<file path="config.mk">
export PLATFORM = sky130hd
export DESIGN_NAME = ctbd_emit
export DESIGN_NICKNAME = d
export VERILOG_FILES = /design/src/hdl/ctbd_pkg.sv /design/src/hdl/ctbd_emit.sv
export SDC_FILE = /design/constraint.sdc
export NUM_CORES = 1
export LEC_CHECK = 0
export ABC_AREA = 1
export BUFFER_PORTS_ARGS = -buffer_cell sky130_fd_sc_hd__buf_2
export CORE_MARGIN = 3
export CORE_UTILIZATION = 48
export CTS_CLUSTER_DIAMETER = 40
export DETAILED_ROUTE_END_ITERATION = 16
export PLACE_DENSITY = 0.75
export SYNTH_ARGS = -nofsm -noshare
export SYNTH_HDL_FRONTEND = slang
export SYNTH_SLANG_ARGS = --single-unit
</file>
<file path="constraint.sdc">
create_clock -name clk -period 5.4 [get_ports clk]
set_input_delay 0.27 -clock clk [delete_from_list [all_inputs] [get_ports clk]]
set_output_delay 0.27 -clock clk [all_outputs]
set_load 0.005 [all_outputs]
</file>
<file path="src/hdl/ctbd_pkg.sv">
// Shared types, codes and the 5-to-8 bit channel table for the 4x4 texel block decoder.
// No dependencies.
package ctbd_pkg;

  localparam int PALETTE_DEPTH = 4096;
  localparam int PAL_AW        = $clog2(PALETTE_DEPTH);
  localparam int CFG_DW        = 13;
  localparam int CFG_IW        = 2;

  localparam logic OP_PAL_WRITE = 1'b0;
  localparam logic OP_DECODE    = 1'b1;

  localparam logic [CFG_IW-1:0] CFG_WIDTH_LOG2  = 2'd0;
  localparam logic [CFG_IW-1:0] CFG_HEIGHT_LOG2 = 2'd1;
  localparam logic [CFG_IW-1:0] CFG_PAL_ENTRIES = 2'd2;

  typedef enum logic [1:0] {
    MODE_DIRECT = 2'd0,
    MODE_MID    = 2'd1,
    MODE_FOUR   = 2'd2,
    MODE_BLEND  = 2'd3
  } mode_t;

  typedef struct packed {
    logic        op;
    logic [11:0] palette_address;
    logic [14:0] color_word;
    logic [31:0] texel_bits;
    logic [15:0] block_control;
  } in_word_t;

  typedef struct packed {
    logic [31:0] pixel_color;
    logic [9:0]  pixel_x;
    logic [9:0]  pixel_y;
    logic        bad_index;
    logic        last;
  } out_word_t;

  // fetched block handed from the palette fetch to the lanes and emitter
  typedef struct packed {
    logic [3:0][14:0] raw;
    logic [31:0]      texels;
    mode_t            mode;
    logic             bad;
  } blk_t;

  function automatic logic [7:0] expand5(input logic [4:0] v);
    logic [7:0] r;
    case (v)
      5'd0:  r = 8'h00;  5'd1:  r = 8'h08;  5'd2:  r = 8'h10;  5'd3:  r = 8'h19;
      5'd4:  r = 8'h21;  5'd5:  r = 8'h29;  5'd6:  r = 8'h31;  5'd7:  r = 8'h3A;
      5'd8:  r = 8'h42;  5'd9:  r = 8'h4A;  5'd10: r = 8'h52;  5'd11: r = 8'h5A;
      5'd12: r = 8'h63;  5'd13: r = 8'h6B;  5'd14: r = 8'h73;  5'd15: r = 8'h7B;
      5'd16: r = 8'h84;  5'd17: r = 8'h8C;  5'd18: r = 8'h94;  5'd19: r = 8'h9C;
      5'd20: r = 8'hA5;  5'd21: r = 8'hAD;  5'd22: r = 8'hB5;  5'd23: r = 8'hBD;
      5'd24: r = 8'hC5;  5'd25: r = 8'hCE;  5'd26: r = 8'hD6;  5'd27: r = 8'hDE;
      5'd28: r = 8'hE6;  5'd29: r = 8'hEF;  5'd30: r = 8'hF7;  5'd31: r = 8'hFF;
      default: r = 8'h00;
    endcase
    return r;
  endfunction

endpackage

</file>
<file path="src/hdl/ctbd_emit.sv">
// Pixel emitter: registers merged block colors, walks the sixteen texels into
// the output register and keeps the block column/row counter. Depends on ctbd_pkg.
module ctbd_emit (
  input  logic                 clk,
  input  logic                 rst_n,
  input  logic                 pend_valid,
  input  logic [3:0][31:0]     colors,
  input  logic [31:0]          texels,
  input  logic                 bad,
  input  logic [2:0]           width_log2,
  input  logic [2:0]           height_log2,
  output logic                 take,
  output logic                 out_valid,
  output ctbd_pkg::out_word_t  out_word,
  input  logic                 out_stall
);
  import ctbd_pkg::*;

  logic            busy_r, busy_nxt;
  logic [3:0]      cnt_r, cnt_nxt;
  logic            out_valid_r, out_valid_nxt;
  logic [7:0]      col_r, col_nxt, row_r, row_nxt;
  logic [7:0]      col_inc, row_inc;
  logic [8:0]      hblocks, vblocks;
  logic            adv;

  logic [3:0][31:0] colors_r;
  logic [31:0]      texel_r;
  logic             bad_r;
  logic [7:0]       bx_r, by_r;
  out_word_t        out_word_r;

  assign adv  = busy_r && (!out_valid_r || !out_stall);
  assign take = pend_valid && (!busy_r || (adv && (cnt_r == 4'd15)));

  assign hblocks = 9'd2 << width_log2;
  assign vblocks = 9'd2 << height_log2;
  assign col_inc = col_r + 8'd1;
  assign row_inc = row_r + 8'd1;

  always_comb begin
    busy_nxt      = busy_r;
    cnt_nxt       = cnt_r;
    out_valid_nxt = out_valid_r && out_stall;
    col_nxt       = col_r;
    row_nxt       = row_r;
    if (adv) begin
      out_valid_nxt = 1'b1;
      cnt_nxt       = cnt_r + 4'd1;
      if (cnt_r == 4'd15) busy_nxt = 1'b0;
    end
    if (take) begin
      busy_nxt = 1'b1;
      cnt_nxt  = 4'd0;
      col_nxt  = col_inc;
      if (({1'b0, col_inc} >= hblocks) || (col_inc == 8'd0)) begin
        col_nxt = 8'd0;
        row_nxt = row_inc;
        if ({1'b0, row_inc} >= vblocks) row_nxt = 8'd0;
      end
    end
  end

  always_ff @(posedge clk) begin
    if (!rst_n) begin
      busy_r      <= 1'b0;
      cnt_r       <= 4'd0;
      out_valid_r <= 1'b0;
      col_r       <= 8'd0;
      row_r       <= 8'd0;
    end else begin
      busy_r      <= busy_nxt;
      cnt_r       <= cnt_nxt;
      out_valid_r <= out_valid_nxt;
      col_r       <= col_nxt;
      row_r       <= row_nxt;
    end
  end

  always_ff @(posedge clk) begin
    if (adv) begin
      out_word_r.pixel_color <= colors_r[texel_r[1:0]];
      out_word_r.pixel_x     <= {bx_r, cnt_r[1:0]};
      out_word_r.pixel_y     <= {by_r, cnt_r[3:2]};
      out_word_r.bad_index   <= bad_r;
      out_word_r.last        <= (cnt_r == 4'd15);
    end
    if (take) begin
      colors_r <= colors;
      texel_r  <= texels;
      bad_r    <= bad;
      bx_r     <= col_r;
      by_r     <= row_r;
    end else if (adv) begin
      texel_r  <= {2'b00, texel_r[31:2]};
    end
  end

  assign out_valid = out_valid_r;
  assign out_word  = out_word_r;

endmodule

</file>
== After elaboration in Yosys (flattened, before gate mapping) ==
Index checks and enable logic that the tools add are counted.
Storage, ports and cells
  word-level logic and storage cells: 54
  bits of input ports: 171
  output and inout port bits: 56
  register bits after elaboration: 253
Operators by class
  add/sub/neg operators: 3
  order comparisons: 3
  shift operators: 2
  bitwise logic cells: 1
  eq/ne operators: 1
  mux-type cells: 10
  reduce and logical (&&, ||, !) cells: 16
Operators with widths (count)
  $mux 32: 3
  $bmux 32 s2: 1
  $ge 8x9->1: 2
  $shl 2x3->9 const A: 2
  $add 8x1->8 const B: 2
  $mux 8: 2
  $logic_not 8->1: 1
  $add 4x1->4 const B: 1
  $eq 4x4->1 const B: 1
  $logic_and 1x1->1: 4
  $mux 1: 4
  $reduce_and 2->1: 2
  $reduce_bool 2->1: 2
  $logic_not 1->1: 3
  $logic_or 1x1->1: 3
  $lt 2x3->1 const B: 1
  $reduce_or 2->1: 1
  $not 1->1: 1

== Logic depth before layout (Yosys ltp) ==
  depth in word-level cells: 8
  mapped depth: 19
  gate-level depth less buffers: 18

== Worst setup path after synthesis ==
OpenSTA, ideal clock, no wires.
  path type: register -> register
  start: reg cnt_r[0]
  end: reg bad_r (enable)
  slack: -0.244 ns
  required time: 4.833 ns
  library setup time: 0.567 ns
  buffers on the path: 1
  period minus slack after synthesis: 5.644 ns
  arrival: 5.077 ns
  stages on the path, launching flop included: 7
  cell sequence: dfxtp_1 ha_1 nand3_1 inv_2 a21oi_1 nor2_4 buf_1
Between the ends
  longest elaborated chain between the ends: 4
Ends and longest elaborated chain
  start, declared: line ctbd_emit.sv:20  | logic [3:0] cnt_r, cnt_nxt;
  start signal, assigned: line ctbd_emit.sv:73  | cnt_r <= cnt_nxt;
  $eq 4x4->1: line ctbd_emit.sv:34  | assign take = pend_valid && (!busy_r || (adv && (cnt_r == 4'd15)));
  $logic_and 1x1->1: line ctbd_emit.sv:34
  $logic_or 1x1->1: line ctbd_emit.sv:34
  $logic_and 1x1->1: line ctbd_emit.sv:34
  via take: line ctbd_emit.sv:12  | output logic take,
  end signal, assigned: line ctbd_emit.sv:91  | bad_r <= bad;
  end, declared: line ctbd_emit.sv:29  | logic bad_r;
The timed path passes the listed nets, and every way through them passes these cells.
A chain may end at the register's enable or synchronous reset.

== Final worst setup path ==
  start: reg cnt_r[0]
  end: reg texel_r[7] (enable)
Between the ends
  longest elaborated chain between the ends: 5
Ends and longest elaborated chain
  $eq 4x4->1: line ctbd_emit.sv:34
  $logic_and 1x1->1: line ctbd_emit.sv:34
  $logic_or 1x1->1: line ctbd_emit.sv:34
  $logic_and 1x1->1: line ctbd_emit.sv:34
  $reduce_bool 2->1 (no source line)
  end signal, assigned: line ctbd_emit.sv:90  | texel_r <= texels;
  end signal, assigned: line ctbd_emit.sv:95  | texel_r <= {2'b00, texel_r[31:2]};
  end, declared: line ctbd_emit.sv:28  | logic [31:0] texel_r;
No other way between the ends.

==> reports/summary.txt <==
Logic pwr share -> 0.103
Post-DP Area -> 0.0113 mm^2
Die X -> 149 um
CTS tree -> done
Initial Util -> 0.498
Synthesized cell area -> 0.00988 mm^2
Final TNS setup -> 0 ps
Final Cycle Share -> 0.730
NetSw -> 1190 uW
CP delay by family, top -> simple AND/OR/NAND/NOR gates
Post-route cell area -> 0.0137 mm^2
Relative slew slack -> 0.271
Min Clock Period, post-route -> 3940 ps
CP max FO -> 34
Port bufs -> 226
Syn Nets -> 972
CTS Buf Count -> 35
Total GRT Usage -> 0.225
Unrepaired setup endpoints after global routing -> false
Share of layout cells above drive strength 1 -> 0.261
Vias in the first global route -> 7379
CP peak stage delay -> 960 ps
Syn_area_per_cell -> 12.6 um^2
Detailed-route wire length -> 25900 um
GPL Wtd Cong -> 0.839
Worst Setup Start Kind -> flop
Setup Buffers After CTS -> 0
Fmax -> 254 MHz
Worst Path Class, Setup -> flop to flop
Drt wl/cell -> 17.9 um
Worst hold margin -> 43.3 ps
Library cells used by synthesis -> 31
Antenna violations before repair -> 0
Initial DRC count -> 465
GRT overflow -> 0
CTS resizes -> 0
Buffers plus inverters on the worst setup path -> 3
CTS Hold Bufs -> 129
Root Buffer -> clkbuf_16
R2R Setup Slk -> 1460 ps
Run status -> finished, final reports clean
Largest net degree at the start of global routing -> 87
Worst Tran Pin Value -> 1090 ps
Core Region -> 0.0198 mm^2
# setup viols final -> 0
Area added between synthesis and finish -> 39.1%
TritonRoute pass-1 iters -> 5
Gate Count Post-Synth -> 783
Clock tree buffer depth -> 3
Final hold violation count -> 0
Worst Hold Class -> input port to flop
Vias per cell -> 5.12
Switching Fraction -> 0.229
Sequential share of power -> 0.458
Crit path cell chain -> ha_1 -> nand3_1 -> inv_2 -> a21oi_1 -> nor2_4 -> clkinv_1 -> nand2_1 -> buf_4
I/O pins -> 227
Clk_lat worst skew -> 490 ps
Post-route DRC -> 0
Register area share after synthesis -> 0.746
Leak -> 0.00571 uW
Peak VDD IR -> 175 uV
Sink Count -> 253
CTS HTree Levels -> 2
Power per Cell Area -> 376 mW/mm^2
Clk pwr share -> 0.439
Final HPWL DP -> 14400 um
DR vias -> 7394
Clk slew on worst S/H paths -> 50 ps
Max-slew violation count -> 0
Yosys reg bits -> 253
Critical path required time -> 5560 ps
Max-capacitance violation count -> 0
Cell-internal power -> 3980 uW
Chip height -> 149 um
Clock Skew -> 16.1 ps
CP Capture Type -> flop
ANT cells -> 0
Die ar. -> 0.0223 mm^2
Number of nets in the layout -> 1343
Crit path DAT -> 4110 ps
Yosys warning total -> 0
Rows -> 51
Critical path's slowest cell -> clkinv_1
First-pass GRT wire length -> 38900 um
Antenna Violating Nets Remaining -> 0
metal layers:
metal,vias to the layer above,part of all wire,GRT usage
met3,65,0.075,0.0485
met2,327,0.52,0.396
li1,3498,-,-
met5,-,0,0
met4,0,0.034,0.0957
met1,3504,0.37,0.269
synthesized netlist by cell type, drive strengths merged:
cell / instances / area [um^2]
nand2: 162 / 633
buf: 8 / 42.5
a21o: 1 / 7.51
o21ai: 67 / 339
nor3: 1 / 5.00
dfxtp: 22 / 440
ha: 18 / 225
nand4: 10 / 62.6
o22ai: 33 / 206
clkinv: 2 / 7.51
inv: 48 / 180
nor2: 108 / 420
nand3b: 1 / 7.51
clkbuf: 21 / 78.8
nand3: 33 / 170
a21oi: 7 / 35.0
o21bai: 1 / 11.3
edfxtp: 231 / 6940
xor2: 6 / 52.6
and3: 1 / 6.26
xnor2: 1 / 8.76
or2: 1 / 6.26
registers in the layout, summed over array words and instances, names as in the netlist:
register / cells
busy_r: 1
colors_r: 128
bx_r: 8
row_r: 8
bad_r: 1
texel_r: 32
out_word: 54
out_valid: 1
by_r: 8
col_r: 8
cnt_r: 4
area by class of cell:
type | count | area [um^2]
clock buffer | 41 | 941
clock inverter | 22 | 230
fill | 1362 | 6100
inverter | 50 | 188
multi-input combinational | 451 | 2200
sequential | 253 | 7380
tap | 265 | 332
timing repair buffer | 363 | 2480
cells by family after synthesis:
family                     Yosys count  share of synthesized area
and+or+nand+nor                    317                      0.133
DFF                                253                      0.746
AOI/OAI and AO/OA                  109                     0.0606
buffers and inverters               79                     0.0313
adders and majority gates           18                     0.0228
xor gates and xnor gates             7                    0.00620
final timing paths:
path | start | end | depth (start not counted)
hold reg to reg | by_r[3]$_DFFE_PP_ | out_word[7]$_DFFE_PP_ | 0
hold / removal | pend_valid | busy_r$_SDFFE_PN0P_ | 3
setup reg to reg | cnt_r[0]$_SDFFE_PP0P_ | texel_r[7]$_DFFE_PP_ | 8
setup / recovery | cnt_r[0]$_SDFFE_PP0P_ | texel_r[7]$_DFFE_PP_ | 8
layout by cell type, fill, tap and decap left out, types with 2 or more instances in the layout:
cell type / n
o21ai_0: 66
clkinv_1: 6
ha_1: 18
buf_4: 8
inv_1: 45
nand3_1: 32
a21oi_1: 7
clkbuf_1: 4
buf_2: 226
nand2_2: 7
dlygate4sd3_1: 129
nand2_1: 154
clkinvlp_4: 3
nor2_2: 3
bufinv_16: 4
dfxtp_1: 22
nand4_1: 10
xor2_1: 6
inv_2: 4
clkinv_4: 3
clkbuf_16: 37
clkinv_2: 5
o22ai_1: 33
nor2_1: 104
edfxtp_1: 231
inv_6: 2
through the flow:
stage | utilization | cells | total power (uW) | setup slack (ps)
2_1_floorplan | - | 783 | 2660 | 119
3_3_place_gp | 0.569 | 1253 | 2820 | 1570
3_5_place_dp | 0.569 | 1253 | 2840 | 1450
4_1_cts | 0.693 | 1445 | 5180 | 1430
5_1_grt | 0.693 | 1445 | 5360 | 1090
6_report | 0.693 | 1445 | 5170 | 1460
power groups by stage:
stage	Sequential [uW]	Combinational, uW	Clock, uW
after global routing	2380	589	2390
after detailed placement	2400	441	0
after floorplan	2400	254	0
after CTS	2360	520	2300
final	2370	532	2270
after global placement	2400	426	0
worst reg2reg max path: stages (launching register included):
cell	delay (ps)
dfxtp_1	380
ha_1	190
nand3_1	100
inv_2	60
a21oi_1	110
nor2_4	570
clkinv_1	970
nand2_1	870
buf_4	380
Note: power is estimated with default switching activity, not from simulation.
