[config.mk]
export PLATFORM = sky130hd
export DESIGN_NAME = ctbd_lane
export DESIGN_NICKNAME = d
export VERILOG_FILES = /design/src/hdl/ctbd_pkg.sv /design/src/hdl/ctbd_lane.sv
export SDC_FILE = /design/constraint.sdc
export NUM_CORES = 1
export LEC_CHECK = 0
export ABC_AREA = 0
export BUFFER_PORTS_ARGS = -buffer_cell sky130_fd_sc_hd__buf_2
export CAP_MARGIN = 20
export CORE_MARGIN = 2
export CORE_UTILIZATION = 35
export DETAILED_ROUTE_END_ITERATION = 6
export GPL_TIMING_DRIVEN = 0
export PLACE_DENSITY = 0.6
export SYNTH_ARGS = -nofsm -noshare
export SYNTH_HDL_FRONTEND = slang
export SYNTH_SLANG_ARGS = --single-unit
[constraint.sdc]
create_clock -name vclk -period 3.4
set_input_delay 0 -clock vclk [all_inputs]
set_output_delay 0 -clock vclk [all_outputs]
set_load 0.02 [all_outputs]
[src/hdl/ctbd_pkg.sv]
// Shared types, codes and the 5-to-8 bit channel table for the 4x4 texel block decoder.
// No dependencies.
package ctbd_pkg;

  localparam int PALETTE_DEPTH = 4096;
  localparam int PAL_AW        = $clog2(PALETTE_DEPTH);
  localparam int CFG_DW        = 13;
  localparam int CFG_IW        = 2;

  localparam logic OP_PAL_WRITE = 1'b0;
  localparam logic OP_DECODE    = 1'b1;

  localparam logic [CFG_IW-1:0] CFG_WIDTH_LOG2  = 2'd0;
  localparam logic [CFG_IW-1:0] CFG_HEIGHT_LOG2 = 2'd1;
  localparam logic [CFG_IW-1:0] CFG_PAL_ENTRIES = 2'd2;

  typedef enum logic [1:0] {
    MODE_DIRECT = 2'd0,
    MODE_MID    = 2'd1,
    MODE_FOUR   = 2'd2,
    MODE_BLEND  = 2'd3
  } mode_t;

  typedef struct packed {
    logic        op;
    logic [11:0] palette_address;
    logic [14:0] color_word;
    logic [31:0] texel_bits;
    logic [15:0] block_control;
  } in_word_t;

  typedef struct packed {
    logic [31:0] pixel_color;
    logic [9:0]  pixel_x;
    logic [9:0]  pixel_y;
    logic        bad_index;
    logic        last;
  } out_word_t;

  // fetched block handed from the palette fetch to the lanes and emitter
  typedef struct packed {
    logic [3:0][14:0] raw;
    logic [31:0]      texels;
    mode_t            mode;
    logic             bad;
  } blk_t;

  function automatic logic [7:0] expand5(input logic [4:0] v);
    logic [7:0] r;
    case (v)
      5'd0:  r = 8'h00;  5'd1:  r = 8'h08;  5'd2:  r = 8'h10;  5'd3:  r = 8'h19;
      5'd4:  r = 8'h21;  5'd5:  r = 8'h29;  5'd6:  r = 8'h31;  5'd7:  r = 8'h3A;
      5'd8:  r = 8'h42;  5'd9:  r = 8'h4A;  5'd10: r = 8'h52;  5'd11: r = 8'h5A;
      5'd12: r = 8'h63;  5'd13: r = 8'h6B;  5'd14: r = 8'h73;  5'd15: r = 8'h7B;
      5'd16: r = 8'h84;  5'd17: r = 8'h8C;  5'd18: r = 8'h94;  5'd19: r = 8'h9C;
      5'd20: r = 8'hA5;  5'd21: r = 8'hAD;  5'd22: r = 8'hB5;  5'd23: r = 8'hBD;
      5'd24: r = 8'hC5;  5'd25: r = 8'hCE;  5'd26: r = 8'hD6;  5'd27: r = 8'hDE;
      5'd28: r = 8'hE6;  5'd29: r = 8'hEF;  5'd30: r = 8'hF7;  5'd31: r = 8'hFF;
      default: r = 8'h00;
    endcase
    return r;
  endfunction

endpackage

[src/hdl/ctbd_lane.sv]
// One color channel lane: expands the 5-bit channel of the four fetched colors
// and forms the midpoint and 5:3 / 3:5 blends. Depends on ctbd_pkg.
module ctbd_lane (
  input  logic [4:0]       c0_i,
  input  logic [4:0]       c1_i,
  input  logic [4:0]       c2_i,
  input  logic [4:0]       c3_i,
  input  ctbd_pkg::mode_t  mode_i,
  output logic [3:0][7:0]  ch_o
);
  import ctbd_pkg::*;

  logic [7:0]  e0, e1, e2, e3;
  logic [8:0]  sum11;
  logic [10:0] sum53, sum35;

  assign e0 = expand5(c0_i);
  assign e1 = expand5(c1_i);
  assign e2 = expand5(c2_i);
  assign e3 = expand5(c3_i);

  assign sum11 = 9'(e0) + 9'(e1);
  assign sum53 = 11'({e0, 2'b00}) + 11'(e0) + 11'({e1, 1'b0}) + 11'(e1);
  assign sum35 = 11'({e1, 2'b00}) + 11'(e1) + 11'({e0, 1'b0}) + 11'(e0);

  always_comb begin
    ch_o[0] = e0;
    ch_o[1] = e1;
    case (mode_i)
      MODE_DIRECT: begin
        ch_o[2] = e2;
        ch_o[3] = e3;
      end
      MODE_MID: begin
        ch_o[2] = sum11[8:1];
        ch_o[3] = e3;
      end
      MODE_FOUR: begin
        ch_o[2] = e2;
        ch_o[3] = e3;
      end
      default: begin
        ch_o[2] = sum53[10:3];
        ch_o[3] = sum35[10:3];
      end
    endcase
  end

endmodule

---- After elaboration in Yosys (flattened, before gate mapping) ----
Memories as Yosys holds them, arrays and structs flattened.
Cells that the tools add are included.
storage, ports and cells
  register bits after elaboration ......... 0
  memories ................................ 4
  word-level logic and storage cells ...... 16
  ROM bits ................................ 1,024
cells by class
  reductions and logical operators ........ 2
  add/sub/neg operators ................... 7
  multiplexer cells ....................... 1
  eq/ne operators ......................... 2
memory list
  memory            depth  width  read ports  clocked after memory_dff  wr ports  line            RTL
  (name not given)  32     8      1           0                         0         ctbd_pkg.sv:50  case (v)
  (name not given)  32     8      1           0                         0         ctbd_pkg.sv:50
  (name not given)  32     8      1           0                         0         ctbd_pkg.sv:50
  (name not given)  32     8      1           0                         0         ctbd_pkg.sv:50
operators by type and width
  cell                                                              number
  16-bit case mux with 2 select lines                               1
  10-bit by 8-bit adder with 11-bit output                          2
  11-bit by 8-bit adder with 11-bit output                          2
  11-bit by 9-bit adder with 11-bit output                          2
  8-bit by 8-bit adder with 9-bit output                            1
  2-bit by 1-bit == test with 1-bit output (second input constant)  1
  2-bit == test (second input constant)                             1
  2-bit zero test                                                   1
  2-bit OR reduction                                                1

---- Depth between registers and ports, before layout ----
Gate-level depths: netlist of run 1.
An unclocked memory read counts as a cell.
  word-level depth ........................ 5
  mapped depth ............................ 18
  depth with buffers taken out ............ 18

---- Worst setup path after synthesis of run 1 ----
Ideal clock, no wire load.
  path kind ............................... in2out
  start point ............................. input port c0_i[0]
  end point ............................... output port ch_o[31] (netlist bit)
  data required time ...................... 3.400 ns
  path buffers ............................ 0
  setup slack ............................. -0.558 ns
  stages on the path ...................... 18
  arrival time ............................ 3.958 ns
  cell sequence ........................... inv_1 -> ha_1 -> inv_1 -> o21ai_0 -> o21ai_1 -> xor2_1 -> ha_1 -> a21oi_1 -> fa_1 -> and3b_1 -> fa_1 -> a21o_1 -> a21oi_1 -> o21bai_1 -> a211o_1 -> a31oi_1 -> xor2_1 -> o21ai_0
RTL lines
  element             line            RTL
  start: declaration  ctbd_lane.sv:4  input logic [4:0] c0_i,
  end: declaration    ctbd_lane.sv:9  output logic [3:0][7:0] ch_o

==> flow_summary.ini, run 1 <==
[run_status]
status = finished, violations left
violations = setup timing

[critical_path]
cp_common_cell = sky130_fd_sc_hd__a21oi_2
critPathMaxStageDelay_ps = 500
critPathLaunch = c0_i[0]
critical_path.endpoint_type = primary output
worstPathRequired_ps = 3400
cp_cell_sequence = buf_12, clkinvlp_4, ha_4, a21oi_2, a311o_1, nand2_4, xor2_2, ha_2, a21oi_2, fa_1, and3b_1, fa_2, a21o_1, a21oi_2, o21bai_1, a211o_1, a31oi_2, xor2_1, o21ai_2, buf_6
criticalPathCategory = input pin to primary output
worst_path_max_delay_cell = sky130_fd_sc_hd__fa_1
critPathArrivalTime_ps = 3620
cp_max_fo = 5
worst_setup_path_start_kind = input pin

[timing]
worst_slack_ps = -216
timing_hold_violations_final = 0
timing.max_slew.rel_slack_pct = 61.6
tightest_slew_ps = 574
achievable-frequency_mhz = 277
final.hold.worst_slack_ps = 356
rsz0062_at_grt = true
timing.final.max_slew_violations = 0
setup_viol = 3
fin_crit_sh_pct = 106
layout_min_cycle_time_ps = 3620
setup_tns_ps = -427

[synth]
synth_top_family_by_area = adder cells
synth-adder-area-share_pct = 41.8
post_synth_xor_area_fraction_pct = 8.31
top_cells_by_area_in_the_synthesized_netlist = sky130_fd_sc_hd__fa_1 (23%), sky130_fd_sc_hd__ha_1 (19%), sky130_fd_sc_hd__xor2_1 (4.4%)
synth_mux_area_share_pct = 0.452
share_of_yosys_cell_area_claimed_by_the_top_area_cell_type_pct = 22.6
syn_area_sq_um = 2210
yosysSeqAreaShare_pct = 0
syn-mean-instance-area_sq_um = 8.02
yosys-top-cells-count = sky130_fd_sc_hd__ha_1 (34), sky130_fd_sc_hd__fa_1 (25), sky130_fd_sc_hd__inv_1 (23)
synth_nets = 357
synth_simple_gate_area_share_pct = 18.6
synth_compound_area_share_pct = 22.0
yosysTopAreaCell = sky130_fd_sc_hd__fa_1
synth_cells = 276
synthesis.yosys.warnings = 0
post_synthesis_cell_type_count = 50
count_leader_synth = sky130_fd_sc_hd__ha_1

[detailed_routing]
dr.pass1.iters = 4
dr_total_vias = 2190
routed_wl_microns = 5710
drc_errors_left = 0
antenna_violating_nets_post_route = 0
post_drt_wl_per_cell_microns = 13.5
drtIter0Drc = 48
detail_route.vias_per_cell = 5.17

[floorplan]
pin_count = 54
die_y_microns = 83.5
die_area_sq_um = 6980
x_dimension_of_the_die_microns = 83.5
initial_utilization_pct = 36.8
core_sq_um = 6030
floorplan.rows = 28

[placement]
dp_hpwl_microns = 4490
finalWeightedCongestion = 0.779
port-buffer-count = 54

[pwr]
part_of_the_power_in_the_clock_network_pct = 0
pwr-share-seq_pct = 0
total_leakage_power_uw = 0.00138
power.net_switching_uw = 553
switching_share_pct = 54.0
vdd_ir_drop_max_uv = 164
p_per_area_nw_per_um2 = 346
comb_power_share_pct = 100.0
internal_power_uw = 471

[global_route]
gr-total-overflow = 0
overall_track_demand_over_capacity_in_global_routing_pct = 15.8
pin_count_of_the_biggest_net_entering_global_routing = 14
grt_antenna_before_repair = 0
number_of_global_route_vias_before_repair = 2150
grt_pass1_wl_microns = 9570

[cells_and_area]
area_growth_pct = 33.7
filler_cell_count = 621
final_util_pct = 49.1
fraction_of_layout_cells_with_a_size_suffix_above_1_pct = 36.1
numSequentialCells = 0
sequential_cell_area_sq_um = 0
insertedDiodeCount = 0
layout.nets = 432
clockBufferCount = 0

[clocking]
cts_hold_bufs = 0

[run]
cap_viol_max_count = 0

[worst_hold_path]
holdCritPathClass = input pin to primary output
hp-start = c3_i[0]
power by group through the flow:
stage | registers (uW) | logic [uW] | clock network (uW)
final | 0 | 1020 | 0
after global routing | 0 | 1130 | 0
after CTS | 0 | 987 | 0
after detailed placement | 0 | 885 | 0
after global placement | 0 | 875 | 0
after floorplan | 0 | 663 | 0
metrics by stage:
step | area [sq um] | power, uW | instances | worst slack (ps)
global placement | 2620 | 875 | 405 | -635
CTS | 2860 | 987 | 420 | -293
floorplan | 2260 | 663 | 276 | 6.52
global route | 2960 | 1130 | 424 | -390
detailed placement | 2620 | 885 | 405 | -633
finish | 2960 | 1020 | 424 | -216
metal layers:
metal / GRT usage, % / vias up / share of wire [%]
li1: - / 1122 / -
met5: 0 / - / 0
met3: 0.297 / 0 / 2.5
met4: 0 / 0 / 0
met1: 22.0 / 1034 / 46
met2: 29.3 / 34 / 51
cell usage in the layout (no fill, tap or decap), drive strengths merged, types with 2 or more instances in the layout:
cell and instances:
a31oi 7, o211ai 2, nor3b 2, nand2 18, and4bb 2, nand2b 5
nor4 2, buf 83, xor2 11, a21o 6, inv 22, a2111oi 2
and3 4, o31ai 3, a22oi 2, clkbuf 7, a221o 2, fa 25
nand3 5, o21ai 24, a21oi 18, nor2 22, nor3 6, o21bai 2
xnor2 10, ha 34, nor2b 3, and2 3
cells by family after synthesis:
group           Yosys count
buf+inv                  40
xor+xnor                 21
mux                       1
fa+ha+maj                59
compound gates           76
simple gates             79
critical path, delay by kind of cell:
family / cells / cell delay [ps]
simple gates: 2 / 300
xor+xnor: 2 / 340
fa+ha+maj: 4 / 1160
compound gates: 9 / 1460
buf+inv: 3 / 350
area by class of cell:
class	instances	area [sq um]	area share, %
Buffer	17	109	3.68
Tap cell	75	93.8	3.17
Timing Repair Buffer	73	473	16.0
Inverter	23	95.1	3.21
Multi-Input combinational cell	236	2190	74.0
worst paths after layout:
| check | end | slack, ps | cells past startpoint |
|---|---|---|---|
| worst min-delay path | ch_o[27] | 360 | 4 |
| worst max-delay path | ch_o[31] | -220 | 20 |
repair_timing:
item / in CTS / in global routing
resized for setup: 32 / 25
endpoints found under the setup margin: 12 / 12
pin swaps: 23 / 23
setup buffers: 15 / 6
gates cloned: 0 / 0
(Power assumes the default switching activity.)
==> inputs of run 2 (changes only) <==
--- a/config.mk
+++ b/config.mk
@@ -9,10 +9,10 @@
 export BUFFER_PORTS_ARGS = -buffer_cell sky130_fd_sc_hd__buf_2
 export CAP_MARGIN = 20
 export CORE_MARGIN = 2
-export CORE_UTILIZATION = 35
+export CORE_UTILIZATION = 28
 export DETAILED_ROUTE_END_ITERATION = 6
 export GPL_TIMING_DRIVEN = 0
-export PLACE_DENSITY = 0.6
+export PLACE_DENSITY = 0.51
 export SYNTH_ARGS = -nofsm -noshare
 export SYNTH_HDL_FRONTEND = slang
 export SYNTH_SLANG_ARGS = --single-unit
==> run 2 against run 1 <==
Effect of this change: wire length rose by 3.5%; sequential share of layout area did not move; design area rose by 0.68%; cell count rose by 5.7%; critical path depth did not move; the flow still finishes with violations (setup timing); combinational power barely moved; core utilization fell by 10 points; count of clock-buffer cells in the layout did not move; worst hold slack got worse by 33 ps; sequential cell count did not move; die area rose by 24%.
==> flow_summary.ini, run 2 (synthesis gave the netlist of run 1 again) <==
[floorplan]
die_y_microns = 92.9
pin_count = 54
floorplan.rows = 32
die_area_sq_um = 8640
x_dimension_of_the_die_microns = 92.9
core_sq_um = 7690
initial_utilization_pct = 28.8

[pwr]
total_leakage_power_uw = 0.00137
power.net_switching_uw = 547
vdd_ir_drop_max_uv = 162
comb_power_share_pct = 100.0
switching_share_pct = 54.9
part_of_the_power_in_the_clock_network_pct = 0
internal_power_uw = 449
pwr-share-seq_pct = 0
p_total_uw = 995
p_per_area_nw_per_um2 = 334

[cells_and_area]
area_growth_pct = 34.6
clockBufferCount = 0
numSequentialCells = 0
insertedDiodeCount = 0
filler_cell_count = 837
fraction_of_layout_cells_with_a_size_suffix_above_1_pct = 34.7
multi_input_comb_area_sq_um = 2180
layout.nets = 429
final_util_pct = 38.8
finalNonFillerCells = 448
mostFrequentLayoutCells = sky130_fd_sc_hd__buf_2 (40), sky130_fd_sc_hd__buf_4 (32), sky130_fd_sc_hd__ha_1 (31)
sequential_cell_area_sq_um = 0
layout_commonest_cell = sky130_fd_sc_hd__buf_2

[detailed_routing]
dr.pass1.iters = 4
routed_wl_microns = 5910
drc_errors_left = 0
antenna_violating_nets_post_route = 0
drtIter0Drc = 46
detail_route.vias_per_cell = 4.92
post_drt_wl_per_cell_microns = 13.2
dr_total_vias = 2204

[placement]
port-buffer-count = 54
finalWeightedCongestion = 0.814
placed_cells_incl_taps = 432
dp_hpwl_microns = 4730

[timing]
timing_hold_violations_final = 0
setup_viol = 5
timing.final.max_slew_violations = 0
setup_tns_ps = -840
tightest_slew_ps = 522
rsz0062_at_grt = true
layout_min_cycle_time_ps = 3720
timing.max_slew.rel_slack_pct = 65.1
worst_slack_ps = -316
fin_crit_sh_pct = 109
final.hold.worst_slack_ps = 323
achievable-frequency_mhz = 269

[critical_path]
critical_path.endpoint_type = primary output
worst_path_max_delay_cell = sky130_fd_sc_hd__fa_2
criticalPathCategory = input pin to primary output
worst_setup_path_start_kind = input pin
critPathMaxStageDelay_ps = 530
cp_max_fo = 5
critPathArrivalTime_ps = 3720
worstPathRequired_ps = 3400
cp_num_buf_inv = 5
timing.critical_path.max_delay_family = adder cells
critical_path_cell_count = 20
cp_cell_sequence = buf_12, clkinvlp_4, ha_4, a21oi_2, a311o_1, nand2_4, inv_2, fa_2, inv_2, fa_1, nand3_2, fa_2, nor2b_1, o21ai_1, a21boi_1, o21ai_1, a21oi_1, xor2_1, a221o_1, buf_6

[worst_hold_path]
hp-start = c0_i[0]
holdCritPathClass = input pin to primary output
timing.hold.worst_endpoint = ch_o[3]
hold_path_depth = 3

[global_route]
grt_antenna_before_repair = 0
pin_count_of_the_biggest_net_entering_global_routing = 14
number_of_global_route_vias_before_repair = 2092
overall_track_demand_over_capacity_in_global_routing_pct = 13.4
gr-total-overflow = 0
grt_pass1_wl_microns = 9690

[run_status]
status = finished, violations left
violations = setup timing

[run]
cap_viol_max_count = 0
-- run 2: power groups by stage --
stage / registers, uW / logic (uW) / clock network, uW
final: 0 / 995 / 0
after global routing: 0 / 1120 / 0
after CTS: 0 / 956 / 0
after detailed placement: 0 / 895 / 0
after global placement: 0 / 886 / 0
after floorplan: 0 / 663 / 0
-- run 2: worst max path at each step --
stage,startpoint,end,slack [ps]
final,c0_i[0],ch_o[23],-320
after global routing,c0_i[1],ch_o[31],-520
after global placement,c0_i[0],ch_o[23],-650
after detailed placement,c0_i[0],ch_o[23],-680
after CTS,c0_i[0],ch_o[23],-320
after floorplan,c0_i[0],ch_o[31],7
-- run 2: through the flow --
step | instance area, sq um | worst slack [ps]
final | 2980 | -316
after detailed placement | 2660 | -682
after CTS | 2840 | -320
after floorplan | 2260 | 6.52
after global routing | 2980 | -521
after global placement | 2660 | -648
-- run 2: layer usage --
layer / global-route usage, % / vias up / part of all wire, %
met3: 0 / 0 / 2.3
met5: 0 / - / 0
met2: 24.2 / 37 / 50
met4: 0 / 0 / 0
met1: 19.2 / 1054 / 48
li1: - / 1113 / -
-- run 2: what timing repair did --
action,4_1_cts,5_1_grt
hold buffers,0,0
setup endpoints to repair,12,10
pin swaps,17,24
resized for setup,26,32
gates cloned,0,0
buffers inserted,13,6
-- run 2: cell type report --
cell class	instances	share of cell area, %
buffer	17	3.65
inverter	23	3.32
multi-input combinational	236	73.3
timing repair buffer	70	15.4
tap	102	4.28
-- run 2: worst min-delay path, stage by stage --
cell and delay [ps]:
sky130_fd_sc_hd__buf_12 90, sky130_fd_sc_hd__buf_4 90, sky130_fd_sc_hd__buf_2 140
